<file path="src/rtl/qcfe_pkg.sv">
// ----------------------------------------------------------------------------
// qcfe_pkg
// Shared types and constants of the QUIC CRYPTO frame extractor.
// ----------------------------------------------------------------------------
package qcfe_pkg;

  localparam int VW     = 62;
  localparam int POS_W  = 63;
  localparam int BYTE_W = 8;
  localparam int QDEPTH = 4;
  localparam int QAW    = $clog2(QDEPTH);

  localparam logic [VW-1:0] FT_PADDING = VW'(0);
  localparam logic [VW-1:0] FT_PING    = VW'(1);
  localparam logic [VW-1:0] FT_CRYPTO  = VW'(6);

  localparam logic [5:0] VINT_LOW_MASK = 6'h3f;

  typedef struct packed {
    logic              has_data;
    logic [BYTE_W-1:0] data;
    logic [POS_W-1:0]  pos;
    logic              has_status;
    logic              malformed;
  } evt_t;

endpackage

</file>
<file path="src/rtl/quic_crypto_frame_extractor_top.sv">
// ----------------------------------------------------------------------------
// quic_crypto_frame_extractor_top
// Extracts CRYPTO frame data with stream positions from a QUIC payload.
// ----------------------------------------------------------------------------
// The block takes one payload byte per cycle on the input stream, as long as
// its 4-entry event queue has room. The output stage sends one result per
// cycle while the output is ready: a byte that yields both a data result and
// the closing status is sent as a data beat and then a status beat, and holds
// its queue entry until both are sent. A result passes through the event queue
// entry, written when its byte is taken, and then the output register.
module quic_crypto_frame_extractor_top (
  input  logic        clk,
  input  logic        rst,
  input  logic        s_axis_tvalid,
  output logic        s_axis_tready,
  input  logic [7:0]  s_axis_tdata,   // [7:0] payload_byte
  input  logic        s_axis_tlast,   // is_last
  output logic        m_axis_tvalid,
  input  logic        m_axis_tready,
  output logic [71:0] m_axis_tdata,   // [7:0] data_out, [70:8] stream_position,
                                      // [71] malformed
  output logic        m_axis_tuser,   // result_kind
  output logic        m_axis_tlast    // end_of_run
);
  import qcfe_pkg::*;

  evt_t              push_evt;
  evt_t              head;
  logic              push;
  logic              pop;
  logic              q_empty;
  logic              q_full;
  logic [BYTE_W-1:0] out_data;
  logic [POS_W-1:0]  out_pos;
  logic              out_malformed;

  qcfe_front u_front (
    .clk      (clk),
    .rst      (rst),
    .in_valid (s_axis_tvalid),
    .in_ready (s_axis_tready),
    .in_byte  (s_axis_tdata),
    .in_last  (s_axis_tlast),
    .q_full   (q_full),
    .push     (push),
    .evt      (push_evt)
  );

  qcfe_queue u_queue (
    .clk      (clk),
    .rst      (rst),
    .push     (push),
    .push_evt (push_evt),
    .pop      (pop),
    .head     (head),
    .empty    (q_empty),
    .full     (q_full)
  );

  qcfe_back u_back (
    .clk           (clk),
    .rst           (rst),
    .head          (head),
    .empty         (q_empty),
    .pop           (pop),
    .out_valid     (m_axis_tvalid),
    .out_ready     (m_axis_tready),
    .out_kind      (m_axis_tuser),
    .out_data      (out_data),
    .out_pos       (out_pos),
    .out_malformed (out_malformed),
    .out_end       (m_axis_tlast)
  );

  assign m_axis_tdata = {out_malformed, out_pos, out_data};

endmodule

</file>
<file path="src/rtl/qcfe_front.sv">
// ----------------------------------------------------------------------------
// qcfe_front
// Frame parser: decodes varints, tracks the CRYPTO fragment and produces one
// result event per payload byte that causes any result.
// ----------------------------------------------------------------------------
module qcfe_front (
  input  logic                      clk,
  input  logic                      rst,
  input  logic                      in_valid,
  output logic                      in_ready,
  input  logic [qcfe_pkg::BYTE_W-1:0] in_byte,
  input  logic                      in_last,
  input  logic                      q_full,
  output logic                      push,
  output qcfe_pkg::evt_t            evt
);
  import qcfe_pkg::*;

  typedef enum logic [1:0] {
    PH_TYPE,
    PH_OFFSET,
    PH_LENGTH,
    PH_DATA
  } phase_t;

  phase_t          phase, phase_next;
  logic [VW-1:0]   vint_value, vint_value_next;
  logic [2:0]      vint_left, vint_left_next;
  logic [VW-1:0]   frag_offset, frag_offset_next;
  logic [VW-1:0]   frag_left, frag_left_next;
  logic [VW-1:0]   frag_index, frag_index_next;
  logic            stopped, stopped_next;
  logic            accept;
  logic [POS_W-1:0] cur_pos;

  assign in_ready = !q_full;
  assign accept   = in_valid && in_ready;
  assign cur_pos  = {1'b0, frag_offset} + {1'b0, frag_index};

  always_comb begin
    phase_next       = phase;
    vint_value_next  = vint_value;
    vint_left_next   = vint_left;
    frag_offset_next = frag_offset;
    frag_left_next   = frag_left;
    frag_index_next  = frag_index;
    stopped_next     = stopped;
    evt              = '0;

    if (!stopped) begin
      if (phase == PH_DATA) begin
        evt.has_data    = 1'b1;
        evt.data        = in_byte;
        evt.pos         = cur_pos;
        frag_index_next = frag_index + VW'(1);
        frag_left_next  = frag_left - VW'(1);
        if (frag_left_next == '0) begin
          phase_next = PH_TYPE;
        end
      end else begin
        if (vint_left == 3'd0) begin
          vint_value_next = {{(VW-6){1'b0}}, in_byte[5:0] & VINT_LOW_MASK};
          unique case (in_byte[7:6])
            2'd0: vint_left_next = 3'd0;
            2'd1: vint_left_next = 3'd1;
            2'd2: vint_left_next = 3'd3;
            2'd3: vint_left_next = 3'd7;
          endcase
        end else begin
          vint_value_next = {vint_value[VW-BYTE_W-1:0], in_byte};
          vint_left_next  = vint_left - 3'd1;
        end
        if (vint_left_next == 3'd0) begin
          unique case (phase)
            PH_TYPE: begin
              if (vint_value_next == FT_CRYPTO) begin
                phase_next = PH_OFFSET;
              end else if (vint_value_next != FT_PADDING &&
                           vint_value_next != FT_PING) begin
                stopped_next = 1'b1;
              end
            end
            PH_OFFSET: begin
              frag_offset_next = vint_value_next;
              phase_next       = PH_LENGTH;
            end
            default: begin
              frag_left_next  = vint_value_next;
              frag_index_next = '0;
              phase_next      = (vint_value_next != '0) ? PH_DATA : PH_TYPE;
            end
          endcase
          vint_value_next = '0;
        end
      end
    end

    if (in_last) begin
      evt.has_status   = 1'b1;
      evt.malformed    = !stopped_next && (phase_next != PH_TYPE);
      phase_next       = PH_TYPE;
      vint_value_next  = '0;
      vint_left_next   = 3'd0;
      frag_offset_next = '0;
      frag_left_next   = '0;
      frag_index_next  = '0;
      stopped_next     = 1'b0;
    end

    push = accept && (evt.has_data || evt.has_status);
  end

  always_ff @(posedge clk) begin
    if (rst) begin
      phase       <= PH_TYPE;
      vint_value  <= '0;
      vint_left   <= 3'd0;
      frag_offset <= '0;
      frag_left   <= '0;
      frag_index  <= '0;
      stopped     <= 1'b0;
    end else if (accept) begin
      phase       <= phase_next;
      vint_value  <= vint_value_next;
      vint_left   <= vint_left_next;
      frag_offset <= frag_offset_next;
      frag_left   <= frag_left_next;
      frag_index  <= frag_index_next;
      stopped     <= stopped_next;
    end
  end

endmodule

</file>
<file path="src/rtl/qcfe_queue.sv">
// ----------------------------------------------------------------------------
// qcfe_queue
// Short event queue between the parser and the output stage.
// ----------------------------------------------------------------------------
module qcfe_queue (
  input  logic           clk,
  input  logic           rst,
  input  logic           push,
  input  qcfe_pkg::evt_t push_evt,
  input  logic           pop,
  output qcfe_pkg::evt_t head,
  output logic           empty,
  output logic           full
);
  import qcfe_pkg::*;

  evt_t           entries [QDEPTH];
  logic [QAW-1:0] wr_ptr;
  logic [QAW-1:0] rd_ptr;
  logic [QAW:0]   count;
  logic           do_push;
  logic           do_pop;

  assign empty   = (count == '0);
  assign full    = (count == (QAW+1)'(QDEPTH));
  assign head    = entries[rd_ptr];
  assign do_push = push && !full;
  assign do_pop  = pop && !empty;

  always_ff @(posedge clk) begin
    if (do_push) begin
      entries[wr_ptr] <= push_evt;
    end
  end

  always_ff @(posedge clk) begin
    if (rst) begin
      wr_ptr <= '0;
      rd_ptr <= '0;
      count  <= '0;
    end else begin
      if (do_push) begin
        wr_ptr <= wr_ptr + QAW'(1);
      end
      if (do_pop) begin
        rd_ptr <= rd_ptr + QAW'(1);
      end
      unique case ({do_push, do_pop})
        2'b10:   count <= count + (QAW+1)'(1);
        2'b01:   count <= count - (QAW+1)'(1);
        default: count <= count;
      endcase
    end
  end

endmodule

</file>
<file path="src/rtl/qcfe_back.sv">
// ----------------------------------------------------------------------------
// qcfe_back
// Output stage: turns each queued event into its data and status beats.
// ----------------------------------------------------------------------------
module qcfe_back (
  input  logic                        clk,
  input  logic                        rst,
  input  qcfe_pkg::evt_t              head,
  input  logic                        empty,
  output logic                        pop,
  output logic                        out_valid,
  input  logic                        out_ready,
  output logic                        out_kind,
  output logic [qcfe_pkg::BYTE_W-1:0] out_data,
  output logic [qcfe_pkg::POS_W-1:0]  out_pos,
  output logic                        out_malformed,
  output logic                        out_end
);
  import qcfe_pkg::*;

  logic data_done;
  logic load;
  logic send_data;

  assign load      = !empty && (!out_valid || out_ready);
  assign send_data = head.has_data && !data_done;
  assign pop       = load && (!send_data || !head.has_status);

  always_ff @(posedge clk) begin
    if (rst) begin
      out_valid <= 1'b0;
      data_done <= 1'b0;
    end else if (load) begin
      out_valid <= 1'b1;
      data_done <= send_data && head.has_status;
    end else if (out_ready) begin
      out_valid <= 1'b0;
    end
  end

  always_ff @(posedge clk) begin
    if (load) begin
      if (send_data) begin
        out_kind      <= 1'b0;
        out_data      <= head.data;
        out_pos       <= head.pos;
        out_malformed <= 1'b0;
        out_end       <= 1'b0;
      end else begin
        out_kind      <= 1'b1;
        out_data      <= '0;
        out_pos       <= '0;
        out_malformed <= head.malformed;
        out_end       <= 1'b1;
      end
    end
  end

endmodule

</file>
<file path="config.mk">
export PLATFORM = sky130hd
export DESIGN_NAME = quic_crypto_frame_extractor_top
export DESIGN_NICKNAME = d
export VERILOG_FILES = /design/src/rtl/qcfe_pkg.sv /design/src/rtl/quic_crypto_frame_extractor_top.sv /design/src/rtl/qcfe_front.sv /design/src/rtl/qcfe_queue.sv /design/src/rtl/qcfe_back.sv
export SDC_FILE = /design/constraint.sdc
export NUM_CORES = 1
export LEC_CHECK = 0
export ABC_AREA = 1
export CAP_MARGIN = 0
export CORE_MARGIN = 4
export CORE_UTILIZATION = 30
export CTS_CLUSTER_SIZE = 20
export DETAILED_ROUTE_END_ITERATION = 10
export DONT_BUFFER_PORTS = 1
export PLACE_DENSITY = 0.47
export REMOVE_ABC_BUFFERS = 1
export SLEW_MARGIN = 0
export SYNTH_ARGS = -nofsm -noshare
export SYNTH_HDL_FRONTEND = slang
export SYNTH_SLANG_ARGS = --single-unit
</file>
<file path="constraint.sdc">
create_clock -name clk -period 9.44 [get_ports clk]
set_input_delay 0.472 -clock clk [delete_from_list [all_inputs] [get_ports clk]]
set_output_delay 0.472 -clock clk [all_outputs]
set_load 0.1 [all_outputs]
</file>
* Word-level counts from Yosys, hierarchy flattened
Memories as Yosys holds them, arrays and structs flattened. A register that Yosys moved wholly into a read port is not among the register bits. Index checks and enable logic that the tools add are counted.
Operators by class: reduce and logical (&&, ||, !) cells 37, multiplexer cells 55, eq/ne operators 13, $add $sub $neg 8
Operator list (number):
- $mux 62 | 18
- $mux 54 | 4
- $mux 72 | 2
- $add 62x62->63 | 1
- $add 62x1->62 const B | 1
- $eq 62x3->1 const B | 1
- $logic_not 62->1 | 1
- $ne 62x1->1 const B | 1
- $reduce_bool 62->1 | 1
- $sub 62x1->62 const B | 1
- $mux 2 | 10
- $mux 3 | 6
- $mux 1 | 12
- $pmux 3 s4 | 1
- $logic_and 1x1->1 | 10
- $reduce_bool 2->1 | 5
- $logic_not 3->1 | 3
- $eq 2x2->1 const B | 4
- $logic_not 1->1 | 7
- $eq 2x1->1 const B | 3
- $pmux 3 s2 | 1
- $sub 3x1->3 const B | 2
- $reduce_and 5->1 | 1
- $add 2x1->2 const B | 2
- other kinds (11) | 15
Storage, ports and cells: RAM bits 296, output and inout bits 76, register bits 328, input port bits 13, memories 1, word-level logic and storage cells 130
Memory list:
- u_queue.entries | depth 4, width 74, rd ports 1, clocked after memory_dff 1, write ports 1, line qcfe_queue.sv:17 | evt_t entries [QDEPTH];

* Longest topological paths before layout
Gate-level depths: netlist of run 1.
word-level depth 20, mapped depth 21, depth with buffers taken out 20

* Cells and area by module
From an unflattened synthesis of run 1, not the netlist that was laid out.
Second synthesis, totals: cells, all modules 4055, area total of the unflattened synthesis 32304.7 um2
By module, submodules not included:
- qcfe_front | cells an instance 3027, times used 1, area an instance 17905.9 um2, seq. area each 4924.7 um2
- qcfe_queue | cells an instance 786, times used 1, area an instance 11447.2 um2, seq. area each 9068.7 um2
- qcfe_back | cells an instance 241, times used 1, area an instance 2944.1 um2, seq. area each 2232.1 um2
- quic_crypto_frame_extractor_top | cells an instance 1, times used 1, area an instance 7.5 um2, seq. area each 0.0 um2

* Worst setup path after synthesis of run 1
No wires, ideal clock.
kind register -> register, start register u_back.out_valid, end register u_queue.count[2], data required time 9318 ps, buffers on the path 0, path slack 3318 ps, cell stages (with the launch flop) 13, arrival time 6000 ps, clock period less this slack 6122 ps, library setup time 122 ps, cells stage by stage dfxtp_1 > inv_1 > nor2_1 > a31oi_1 > nand2_1 > inv_1 > ha_1 > inv_1 > fa_1 > a21oi_1 > o21ai_0 > o21ai_0 > a21oi_1
Between the ends: longest elaborated chain between the ends 7, elaborated cells on any way between the ends 9, those cells by class 2 x eq/ne; 1 x mux; 6 x reduce/logical
Ends and longest elaborated chain:
- start: declaration | line qcfe_back.sv:11 | output logic out_valid,
- start signal: assignment | line qcfe_back.sv:31 | out_valid <= 1'b0;
- start signal: assignment | line qcfe_back.sv:34 | out_valid <= 1'b1;
- start signal: assignment | line qcfe_back.sv:37 | out_valid <= 1'b0;
- $logic_not 1->1 * | line qcfe_back.sv:25 | assign load = !empty && (!out_valid || out_ready);
- $logic_or 1x1->1 * | line qcfe_back.sv:25
- $logic_and 1x1->1 * | line qcfe_back.sv:25
- net u_back.load | line qcfe_back.sv:22 | logic load;
- $logic_and 1x1->1 * | line qcfe_back.sv:27 | assign pop = load && (!send_data || !head.has_status);
- $logic_and 1x1->1 * | line qcfe_queue.sv:28 | assign do_pop = pop && !empty;
- net u_queue.do_pop | line qcfe_queue.sv:22 | logic do_pop;
- $eq 2x1->1 or $eq 2x2->1 (tied branches) | line qcfe_queue.sv:48 | unique case ({do_push, do_pop})
- $pmux 3 s2 or $reduce_bool 2->1 (tied branches)
- end signal: assignment | line qcfe_queue.sv:49 | 2'b10: count <= count + (QAW+1)'(1);
- end signal: assignment | line qcfe_queue.sv:50 | 2'b01: count <= count - (QAW+1)'(1);
- end signal: assignment | line qcfe_queue.sv:51 | default: count <= count;
- end: declaration | line qcfe_queue.sv:20 | logic [QAW:0] count;
The timed path passes the listed nets; every way through them passes the cells marked *. A chain may end at the register's enable or synchronous reset.

* Worst setup path after layout of run 1
start register u_queue.count[1], end register u_front.frag_left[37]
Between the ends: longest elaborated chain between the ends 4
Ends and longest elaborated chain:
- $eq 3x3->1 | line qcfe_queue.sv:25 | assign full = (count == (QAW+1)'(QDEPTH));
- $logic_not 1->1 | line qcfe_front.sv:36 | assign in_ready = !q_full;
- net s_axis_tready | line quic_crypto_frame_extractor_top.sv:15 | output logic s_axis_tready,
- $logic_and 1x1->1 | line qcfe_front.sv:37 | assign accept = in_valid && in_ready;
- $reduce_and 4->1 (no source line)
- end signal: assignment | line qcfe_front.sv:127 | frag_left <= frag_left_next;
- end: declaration | line qcfe_front.sv:30 | logic [VW-1:0] frag_left, frag_left_next;
The timed path passes the listed nets, and every way through them passes these cells.

==> impl_results.md, run 1 <==
- Outcome: finished, final reports clean
- Number of flops mapped to enable cells by yosys: 369
- Most Frequent Cell on Critical Path: a21oi_1
- Yosys reg bits: 626
- Arr. time, crit path: approximately 5.5 ns
- Row count: 119
- DRC viols: 0
- Initial antenna violation count: 1
- Register area share after synthesis: 50.81%
- Vert. Die Dim: 334.3 um
- Cell with the most instances after synthesis: nor2_1
- Initial drt markers: 2,035
- Crit start category: flop
- Worst VDD drop: 0.1651 mV
- CTS Buf Count: 73
- CP required: roughly 10 ns
- Vias in the first global route: around 26,000
- YS warnings: 0
- Slowest Stage Delay on Critical Path: between 0.8 and 0.9 ns
- Tightest Pin Transition: around 1.1 ns
- Routed WL: between 100,000 and 150,000 um
- Core area: 0.1054 mm^2
- Min-Delay Endpoint: u_front.stopped
- Worst-skew pair later-pin latency: 0.65 ns
- Synth top area share: 34.70%
- Layout cells sized above 1: 4.705%
- First-pass GRT wire length: 156,300 um
- Total of max-cap violations: 0
- Gr usage total: ~18%
- Worst slew margin: 29.15%
- RR Endpoint: u_front.frag_left[37]
- ANT nets after route: 0
- Synth area leaders: edfxtp_1, dfxtp_1, nor2_1, nand2_1, o21ai_0
- CTS tree: yes
- Cell area power density: 263.9 mW/mm^2
- Vias/cell: 4.972
- Grt ovf: 0
- CP endpoint kind: flop
- Crit share post-route: 51.70%
- Number of diodes: 0
- Synth Flop Type: edfxtp_1
- Post-CTS sizing: 0
- Leakage: about 13 nW
- Synth Cell Area: about 0.032 mm^2
- Share of flip-flops with an asynchronous set or reset: 0%
- Crit Path Category: flop to flop
- Post-Syn Instances: ~4,000
- Critical Path Fanout Max: 54
- Max Clock Freq: slightly above 200 MHz
- Count of pins over their slew limit: 0
- Routability-driven placement congestion ratio: 0.9126
- Utilization after layout: 33.80%
- Setup_tns: 0 ns
- CP top delay family: simple AND/OR/NAND/NOR gates
- PortBufs: 0
- Clock tree buffer depth: 3
- CP bufs+invs: 4
- WL/cell: around 19 um
- Vias: 26,780
- Clock Tree Root: clkbuf_16
- CTS H-tree depth: 3
- IO Pins: 89
- Die W: roughly 330 um
- Drt first pass iters: 5
- Type of the worst min-delay path: primary input to flop
- Number of clock sinks: 626
- Clock Pin Slew Worst Setup and Hold Paths: about 0.060 ns
- Netlist cell types: 58
- R2R cell count: 13
- Post-detail-place hpwl: 72,450 um
- Final setup skew: 0.03133 ns
- Setup violators final: 0
- RSZ-0062 raised after global routing: no
- Area Overhead vs Synth: 11.59%
- Crit-path cells: inv_1 > nand3_1 > nand2_1 > a21oi_1 > inv_1 > a21oi_1 > nand2_2 > buf_4 > nor2_2 > inv_2 > a21oi_1 > o21ai_0 > a21oi_1
- Setup slack, reg-to-reg: 4.56 ns
- Total die area: 0.1117 mm^2
- Initial Util: a little under a third
- Hold Crit Start: s_axis_tlast
- Fin nets: 4,031
- Synth area leader: edfxtp_1
- Reg2reg start: u_queue.count[1]
- Min Tclk post-route: 4.881 ns
- Syn Area/Cell: approximately 8.0 um^2
- Worst hold path depth: 3
- Final hold violations: 0
- Slowest CP cell: nand3_1
- Largest net degree at the start of global routing: 106
- Post-synth top cells: nor2_1, nand2_1, o21ai_0
- CP Depth: 13
[worst max-delay path by stage]
stage	start	endpoint	slack, ns
global placement	u_queue.count[1]	u_front.frag_left[57]	4.66
floorplan	flop	u_queue.count[2]	1.00
global route	u_queue.count[1]	u_front.frag_left[57]	4.12
detailed placement	u_queue.count[1]	u_front.frag_left[58]	4.61
CTS	u_queue.count[1]	u_front.frag_left[37]	4.57
finish	u_queue.count[1]	u_front.frag_left[37]	4.56
[layout by cell type (no fill, tap or decap), drive strengths merged, types with 13 or more instances in the layout]
master and instances:
inv 334, dfxtp 257, edfxtp 369, clkbuf 101, a31oi 35, a21oi 407
buf 30, nand3 90, nand4 49, nand2 670, nor2 894, o21ai 419
ha 72, a211oi 35, a21o 13, clkinv 18, nor4 18, nor3 54
xor2 26, nand3b 19, o21a 16
[state kept, by name, indices dropped and copies added (netlist names), 2 cells and up, named ones only]
| register | count |
|---|---|
| u_queue.entries | 296 |
| u_back.out_pos | 63 |
| u_front.frag_index | 62 |
| u_front.frag_left | 62 |
| u_front.frag_offset | 62 |
| u_front.vint_value | 54 |
| u_back.out_data | 8 |
| u_front.vint_left | 3 |
| u_queue.count | 3 |
| u_front.phase | 2 |
| u_queue.rd_ptr | 2 |
| u_queue.wr_ptr | 2 |
[metrics by stage]
stage	worst slack [ns]	std cells	cell area, um^2	total power [mW]	hold WS [ns]
floorplan	1.001	3838	31250	6.038	0.4340
global placement	4.656	5258	33310	6.730	0.4509
detailed placement	4.608	5258	33310	6.728	0.4540
CTS	4.568	5387	35630	9.527	0.01464
global route	4.116	5387	35630	9.876	0.04502
finish	4.559	5387	35630	9.404	0.07729
[cell type report]
cell class	count	area (um^2)
Clock buffer	101	2037
Clock inverter	26	250.2
Fill cell	11200	69780
Inverter	330	1244
Multi-Input combinational cell	2882	13850
Sequential cell	626	16230
Tap cell	1391	1740
Timing Repair Buffer	31	275.3
[cell families (layout without fill, tap and decap cells)]
family	after synthesis	in the layout	synth area share [%]
flip-flops	626	626	50.81
AND/OR/NAND/NOR	1807	1807	23.05
buffers and inverters	498	488	6.026
XOR/XNOR	36	36	0.9874
AO/OA/AOI/OAI	965	965	16.17
adder cells (fa/ha/maj)	74	74	2.947
[tightest hold or removal path, cell delays in order]
cell and delay [ns]:
nor2_1 0.06, inv_1 0.05, a211oi_1 0.05
[repair_timing]
| action | 4_1_cts | 5_1_grt |
|---|---|---|
| hold buffers | 2 | 0 |
| setup buffers | 0 | 0 |
| hold endpoints to repair | 109 | 0 |
[power by group]
part           switching (mW)  internal (mW)  total [mW]
sequential               1.37           3.33        4.71
clock                    1.17           1.59        2.76
combinational            1.44          0.501        1.94
total                    3.98           5.43        9.40
[metal layers]
metal  part of all wire [%]  track usage (%)
met3                    3.7            2.150
met1                     48            25.33
met5                      0                0
met2                     45            28.54
met4                    3.1            5.634
Note: power is estimated with default switching activity, not from simulation.
==> run 2: changes to the inputs <==
ABC_AREA = 0   (was 1)
clock period = 4.5 ns   (was 9.44 ns; I/O delays follow)
==> run 2 against run 1 <==
  * Cell area is 5.6% lower
  * Clock power up 130%
  * Non-clock buffer count up 47
  * Via count down 23%
  * Sequential share of layout area rose by 2.7 points
  * Worst setup slack got worse by 4.4 ns
  * Synthesized cell count fell by 33%
  * Combinational power rose by 31%
  * Global-route usage shrank 2.0 points
  * Die area is 8.2% lower
  * Register-to-register slack got worse by 4.4 ns
  * Critical path type unchanged
==> impl_results.md, run 2 <==
- CTS tree: yes (unchanged)
- Cell with the most instances after synthesis: edfxtp_1 (was nor2_1)
- Worst hold path depth: 4 (was 3)
- Area Overhead vs Synth: 14.95% (was 11.59%)
- Area of the multi-input gates: 0.01233 mm^2 (was 0.01385 mm^2)
- Number of diodes: 0 (unchanged)
- First-pass GRT wire length: 127,600 um (was 156,300 um)
- Initial drt markers: 1,567 (was 2,035)
- CTS H-tree depth: 3 (unchanged)
- CP required: 4.89 ns (was 10.01 ns)
- Setup violators final: 0 (unchanged)
- Fin nets: 2,758 (was 4,031)
- Yosys reg bits: 626 (unchanged)
- Routed WL: 82,030 um (was 102,100 um)
- Synth Flop Type: edfxtp_1 (unchanged)
- Layout cells sized above 1: 10.62% (was 4.705%)
- Syn Area/Cell: 10.95 um^2 (was 7.971 um^2)
- Pre-CTS WS: 0.1103 ns (was 4.608 ns)
- Routability-driven placement congestion ratio: 0.8632 (was 0.9126)
- Initial antenna violation count: 0 (was 1)
- Reg2reg start: u_front.frag_left[16] (was u_queue.count[1])
- Count of pins over their slew limit: 0 (unchanged)
- Die W: 320.3 um (was 334.3 um)
- Critical Path Fanout Max: 4 (was 54)
- Final hold violations: 0 (unchanged)
- Hold Crit Start: s_axis_tdata[6] (was s_axis_tlast)
- Total die area: 0.1026 mm^2 (was 0.1117 mm^2)
- Hold_ws: 0.07150 ns (was 0.07729 ns)
- Pwr Total: 18.38 mW (was 9.404 mW)
- Max FFs per register: 296 (unchanged)
- Post-detail-place hpwl: 54,790 um (was 72,450 um)
- Min-Delay Endpoint: u_front.vint_left[0] (was u_front.stopped)
- Min Tclk post-route: 4.381 ns (was 4.881 ns)
- Share of flip-flops with an asynchronous set or reset: 0% (unchanged)
- Outcome: finished, final reports clean (unchanged)
- R2R cell count: 10 (was 13)
- Sequential cell area: 0.01623 mm^2 (about the same)
- Type of the worst min-delay path: primary input to flop (unchanged)
- Worst-skew pair later-pin latency: 0.64 ns (was 0.65 ns)
- YS warnings: 0 (unchanged)
- Arr. time, crit path: 4.77 ns (was 5.45 ns)
- Synth area leaders: edfxtp_1, dfxtp_1, mux4_2, nor2_1, a21oi_1 (was edfxtp_1, dfxtp_1, nor2_1, nand2_1, o21ai_0)
- Design Area, Final: 0.03362 mm^2 (was 0.03563 mm^2)
- Register area share after synthesis: 55.47% (was 50.81%)
- Grt ovf: 0 (unchanged)
- Synth top area share: 37.88% (was 34.70%)
- RSZ-0062 raised after global routing: no (unchanged)
- Vert. Die Dim: 320.3 um (was 334.3 um)
- Clock Pin Slew Worst Setup and Hold Paths: 0.06 ns (about the same)
- Post-Syn Instances: 2,672 (was 4,006)
- Post-synth top cells: edfxtp_1, nor2_1, dfxtp_1 (was nor2_1, nand2_1, o21ai_0)
- DRC viols: 0 (unchanged)
- CP endpoint kind: flop (unchanged)
- Leakage: 11.34 nW (was 13.43 nW)
- Worst slew margin: 21.91% (was 29.15%)
- Number of flops mapped to enable cells by yosys: 369 (unchanged)
- WL/cell: 20.47 um (was 18.96 um)
- PortBufs: 0 (unchanged)
- CTS Buf Count: 75 (was 73)
- Crit start category: flop (unchanged)
- DP Area: 0.03087 mm^2 (was 0.03331 mm^2)
- Drt first pass iters: 5 (unchanged)
- Max Clock Freq: 228.2 MHz (was 204.9 MHz)
- Netlist cell types: 68 (was 58)
- Total of max-cap violations: 0 (unchanged)
- Final setup skew: 0.03728 ns (was 0.03133 ns)
- Gr usage total: 15.83% (was 17.87%)
- # fillers: 9,675 (was 11,200)
- Top Registers: u_queue.entries: 296 flops, u_back.out_pos: 63 flops (unchanged)
- Number of clock sinks: 626 (unchanged)
- Commonest non-fill, non-tap cells in the layout: edfxtp_1, nor2_1, dfxtp_1 (was nor2_1, nand2_1, o21ai_0)
- Crit Path Category: flop to flop (unchanged)
- Vias in the first global route: 20,720 (was 25,620)
- Worst VDD drop: 0.2566 mV (was 0.1651 mV)
- Fin worst setup slack: 0.1188 ns (was 4.559 ns)
- IO Pins: 89 (unchanged)
- Vias: 20,700 (was 26,780)
- Vias/cell: 5.165 (was 4.972)
- Cell area power density: 546.7 mW/mm^2 (was 263.9 mW/mm^2)
- Tightest Pin Transition: 1.162 ns (was 1.060 ns)
- ANT nets after route: 0 (unchanged)
- Clock tree buffer depth: 3 (unchanged)
- Row count: 114 (was 119)
- Utilization after layout: 34.77% (was 33.80%)
- Largest register by flop count: u_queue.entries (unchanged)
- Clock Tree Root: clkbuf_16 (unchanged)
- Most common cell after layout, fill and taps aside: edfxtp_1 (was nor2_1)
- Synth Cell Area: 0.02925 mm^2 (was 0.03193 mm^2)
- Synth area leader: edfxtp_1 (unchanged)
- Largest net degree at the start of global routing: 196 (was 106)
- Initial Util: 30.25% (was 30.29%)
- Core area: 0.09671 mm^2 (was 0.1054 mm^2)
- Setup slack, reg-to-reg: 0.12 ns (was 4.56 ns)
- RR Endpoint: u_queue.entries[1][0] (was u_front.frag_left[37])
- Crit share post-route: 97.36% (was 51.70%)
## run 2: where the power goes
| part | switching (mW) | internal, mW |
|---|---|---|
| Clock | 2.45 | 3.82 |
| Combinational | 1.66 | 0.883 |
| Sequential | 2.76 | 6.81 |
## run 2: per-layer routing
| layer | track usage [%] | routed length [um] | vias to the layer above |
|---|---|---|---|
| met5 | 0 | 0 | - |
| met1 | 21.70 | 38020 | 10260 |
| met3 | 2.303 | 3347 | 99 |
| li1 | - | - | 9919 |
| met2 | 26.24 | 39040 | 422 |
| met4 | 4.367 | 1621 | 0 |
## run 2: critical path: stages (launching register included)
cell and delay (ns):
dfxtp_1 0.34, or4_4 0.53, or3_4 0.36, or3_1 0.43, or4_4 0.57, or3_1 0.34
xnor2_1 0.16, or4_1 0.39, or4_1 0.59, nand2b_4 0.17, and4_1 0.25
## run 2: kinds of logic (layout without fill, tap and decap cells)
kind of cell	after synthesis	count (layout)	synth area share, %
adders and majority gates	74	74	3.217
DFF	626	626	55.47
buffers and inverters	192	251	2.635
muxes	77	77	5.800
xor gates and xnor gates	150	150	4.491
AOI/OAI and AO/OA	547	547	11.84
and+or+nand+nor	1006	1006	16.55
## run 2: area by class of cell
cell class / instances / share of cell area, %
multi-input combinational: 1854 / 36.68
sequential: 626 / 48.28
clock inverter: 46 / 1.563
tap: 1276 / 4.748
inverter: 36 / 0.4019
clock buffer: 91 / 6.069
timing repair buffer: 78 / 2.262
## run 2: repair_timing
action,CTS,global route
setup buffers,0,0
hold buffers,16,0
setup endpoints to repair,0,4
gates resized for setup,0,1
endpoints found under the hold margin,239,0
## run 2: worst max-delay path by stage
stage / to / slack, ns / cells after the start / start
detailed placement: u_queue.entries[3][0] / 0.11 / 10 / u_front.frag_left[16]
finish: u_queue.entries[1][0] / 0.12 / 10 / u_front.frag_left[16]
CTS: u_queue.entries[1][0] / 0.11 / 10 / u_front.frag_left[16]
global placement: u_queue.entries[0][0] / 0.14 / 10 / u_front.frag_left[16]
global route: u_queue.entries[2][0] / 0.01 / 10 / u_front.frag_left[9]
floorplan: u_front.vint_value[10] / -2.38 / 6 / u_queue.count[0]
## run 2: per-stage QoR
stage / cells / TNS (ns)
3_5_place_dp: 3854 / 0
2_1_floorplan: 2516 / -449.01
3_3_place_gp: 3854 / 0
6_report: 4007 / 0
4_1_cts: 4007 / 0
5_1_grt: 4007 / 0
